[src/hw/rtl/mring_ram.sv]
// generic single write port, single read port ram with registered read data
module mring_ram #(
  parameter int unsigned Width = 8,
  parameter int unsigned Depth = 64,
  parameter int unsigned AW    = (Depth > 1) ? $clog2(Depth) : 1
) (
  input  logic             clk_i,
  input  logic             we_i,
  input  logic [AW-1:0]    waddr_i,
  input  logic [Width-1:0] wdata_i,
  input  logic [AW-1:0]    raddr_i,
  output logic [Width-1:0] rdata_o
);

  logic [Width-1:0] mem_q [Depth];
  logic [Width-1:0] rdata_q;

  always_ff @(posedge clk_i) begin
    if (we_i) begin
      mem_q[waddr_i] <= wdata_i;
    end
  end

  always_ff @(posedge clk_i) begin
    rdata_q <= mem_q[raddr_i];
  end

  assign rdata_o = rdata_q;

endmodule

[config.mk]
export PLATFORM = sky130hd
export DESIGN_NAME = mring_ram
export DESIGN_NICKNAME = d
export VERILOG_FILES = /design/src/hw/rtl/mring_ram.sv
export SDC_FILE = /design/constraint.sdc
export NUM_CORES = 1
export LEC_CHECK = 0
export BUFFER_PORTS_ARGS = -buffer_cell sky130_fd_sc_hd__clkbuf_2
export CAP_MARGIN = 10
export CORE_ASPECT_RATIO = 0.7
export CORE_MARGIN = 4
export CORE_UTILIZATION = 41
export DETAILED_ROUTE_END_ITERATION = 16
export GPL_TIMING_DRIVEN = 1
export SLEW_MARGIN = 20
export SYNTH_ARGS = -nofsm -noshare
export SYNTH_HDL_FRONTEND = slang
export SYNTH_SLANG_ARGS = --single-unit
export TNS_END_PERCENT = 100
[constraint.sdc]
create_clock -name clk_i -period 2.55 [get_ports clk_i]
set_input_delay 0.255 -clock clk_i [delete_from_list [all_inputs] [get_ports clk_i]]
set_output_delay 0.255 -clock clk_i [all_outputs]
set_load 0.05 [all_outputs]
==> flow_metrics.py <==
metrics = {
    "synthesis": {
        "synth_edf_count": 512,
        "yosysSeqAreaShare_pct": 77.0,
        "synth_cell_types": 40,
        "async_reset_ff_share_pct": 0,
        "synthTopCellsByArea": "edfxtp_1 (76%), mux4_2 (14%), nor2_1 (1.5%)",
        "synth_top_area_cell": "edfxtp_1",
        "synth.avg_cell_area_um2": 21.5,
        "ys_warn_count": 0,
        "synth.cell_area_mm2": 0.0202,
        "synth-main-ff-cell": "edfxtp_1",
        "netlist_instances": 940,
        "syn_nets": 962,
        "ys_ff_latch": 520,
        "synth_top_area_share_pct": 76.2,
    },
    "critical_path": {
        "worstSetupPathType": "flop to flop",
        "crit_chain": "mux4_2 -> mux2_2 -> o221a_2 -> nor3_1 -> o32ai_1",
        "critPathTopFamily": "multiplexers",
        "crit_path_start_kind": "flop",
        "crit_buf_inv": 0,
        "reg2reg_from": "mem_q[21][4]",
        "cp-startpoint": "mem_q[21][4]",
        "critPathMaxFanout": 1,
        "crit_path_end_kind": "flop",
        "crit_arrival_ns": 2.49,
        "cp_slowest_cell": "mux4_2",
        "required_ns": 2.98,
        "crit_path_max_incr_delay_ns": 0.48,
    },
    "sta": {
        "fin_crit_ns": 2.06,
        "maxClockFrequency_ghz": 0.486,
        "slew_headroom_pct": 40.4,
        "tightest_slew_ns": 0.893,
        "slew_viol_final": 0,
        "hold_violations": 0,
        "finalSetupViolCount": 0,
        "rsz0062_at_grt": "no",
        "fin_crit_sh_pct": 80.7,
        "skew_ns": 0.0198,
    },
    "power": {
        "vdd_drop_max_uv": 518,
        "p_leak_nw": 7.51,
        "power_density_mw_per_mm2": 744,
    },
    "route": {
        "drc_errors": 0,
        "post_drt_wl_per_cell_um": 26.8,
        "viasPerCell": 5.58,
        "wl_um": 47900,
        "vias": 9968,
        "drtIter0Drc": 1283,
        "firstDrtPassIters": 5,
        "ant_nets": 0,
    },
    "clock_tree": {
        "numCtsBuffers": 48,
        "cts_setup_buffers": 0,
        "cts-root-buf": "clkbuf_16",
        "cts_tree": "yes",
        "ctsHoldBuffers": 0,
        "cts_resized": 0,
        "clockBufferDepth": 3,
        "clock_sinks": 520,
        "path_clk_slew_ns": 0.07,
        "clock_latency_ns": 0.57,
        "htree_num_levels": 2,
    },
    "final_layout": {
        "syn2layout_area_growth_pct": 16.1,
        "regArea_mm2": 0.0155,
        "post_route_cells_drive_above_1_share_pct": 32.0,
        "fillerInstances": 3931,
        "post-route-util_pct": 48.6,
        "nets": 1113,
        "multiInputGateArea_mm2": 0.00432,
        "final_cell_mix": "edfxtp_1 (512), mux4_2 (126), buf_4 (110)",
        "fin_cells": 1786,
        "layout_commonest_cell": "edfxtp_1",
    },
    "grt": {
        "grt_max_degree": 65,
        "antenna_found_initial": 5,
        "overflow": 0,
        "grt_pass1_wl_um": 69600,
        "grtUsageTotal_pct": 18.0,
        "grt_pass1_vias": 9830,
    },
    "floorplan": {
        "dieArea_mm2": 0.0529,
        "die_h_um": 194,
        "num_rows": 67,
        "start_util_pct": 41.8,
        "die_width_um": 273,
        "core_area_mm2": 0.0482,
        "top_level_ports": 30,
    },
    "run_status": {
        "status": "finished clean",
    },
    "placement": {
        "globalplace.congestion": 0.862,
        "hpwl_um": 31600,
        "dp.cells": 1696,
        "portBuffers": 29,
    },
    "job": {
        "cap_viol_max_count": 0,
    },
    "min_path": {
        "hold_path_class": "input pin to flop",
        "min_from": "raddr_i[5]",
    },
}
[metal layers]
layer	vias to the layer above	wire [um]	global-route usage (%)	share of wire [%]
met4	2	748	3.49	1.6
li1	4233	-	-	-
met1	5298	22800	29.2	48
met3	59	4730	5.92	9.9
met2	376	19600	23.6	41
met5	-	12	1.72	0.025
[power by group]
group | internal (mW) | switching [mW] | leakage, nW
logic | 0.391 | 0.628 | 2.10
clock network | 3.82 | 3.08 | 0.730
registers | 9.46 | 0.0442 | 4.67
total | 13.7 | 3.75 | 7.51
[Yosys cell counts, types with 3 or more instances]
cell	number
nand3_1	13
nand3b_1	3
nor3_1	7
buf_1	4
dfxtp_1	8
mux2_2	13
o221ai_1	8
nor2_1	83
a221oi_1	6
o2111ai_1	3
buf_6	4
a211oi_1	4
nand2_1	19
buf_2	11
clkbuf_1	17
o22ai_1	8
nand2b_1	7
a22oi_1	3
o2bb2ai_1	3
mux2i_1	23
buf_4	13
edfxtp_1	512
nor2b_1	14
a21oi_1	3
mux4_2	126
[sequential cells by signal (all words and copies together), names as in the netlist]
signal   flops
mem_q      512
rdata_o      8
[metrics by stage]
step | TNS (ns) | cell area (um2) | setup WS (ns) | power, mW | hold slack, ns
2_1_floorplan | 0 | 20200 | 0.627 | 10.2 | 0.354
5_1_grt | 0 | 23400 | 0.390 | 18.0 | 0.258
4_1_cts | 0 | 23400 | 0.435 | 17.5 | 0.217
6_report | 0 | 23400 | 0.492 | 17.4 | 0.244
3_5_place_dp | -0.0154 | 21900 | -0.0154 | 10.7 | 0.786
3_3_place_gp | -0.0192 | 21900 | -0.0192 | 10.7 | 0.814
[worst register-to-register path: stages, from the launching register on]
cell and delay [ns]:
edfxtp_1 0.36, mux4_2 0.48, mux2_2 0.29, o221a_2 0.30, nor3_1 0.36, o32ai_1 0.14
[final timing paths]
check / to / slack, ns / depth (start not counted)
hold reg to reg: rdata_o[2] / 0.80 / 4
hold / removal: rdata_o[4] / 0.24 / 3
setup reg to reg: rdata_o[4] / 0.49 / 5
setup / recovery: rdata_o[4] / 0.49 / 5
[kinds of logic after synthesis]
| kind of cell | after synthesis | synth area share (%) |
|---|---|---|
| flip-flops | 520 | 77.0 |
| multiplexers | 162 | 15.9 |
| AND/OR/NAND/NOR | 153 | 3.39 |
| AO/OA/AOI/OAI | 54 | 2.07 |
| buffers and inverters | 51 | 1.57 |
[area by class of cell]
| class | instances | area share, % |
|---|---|---|
| diodes | 4 | 0.0427 |
| clock buffers | 58 | 5.38 |
| clock inverters | 28 | 0.898 |
| multi-input cells | 369 | 18.4 |
| flip-flops and latches | 520 | 66.3 |
| well taps | 655 | 3.50 |
| repair buffers | 152 | 5.42 |
Note: power is estimated with default switching activity, not from simulation.
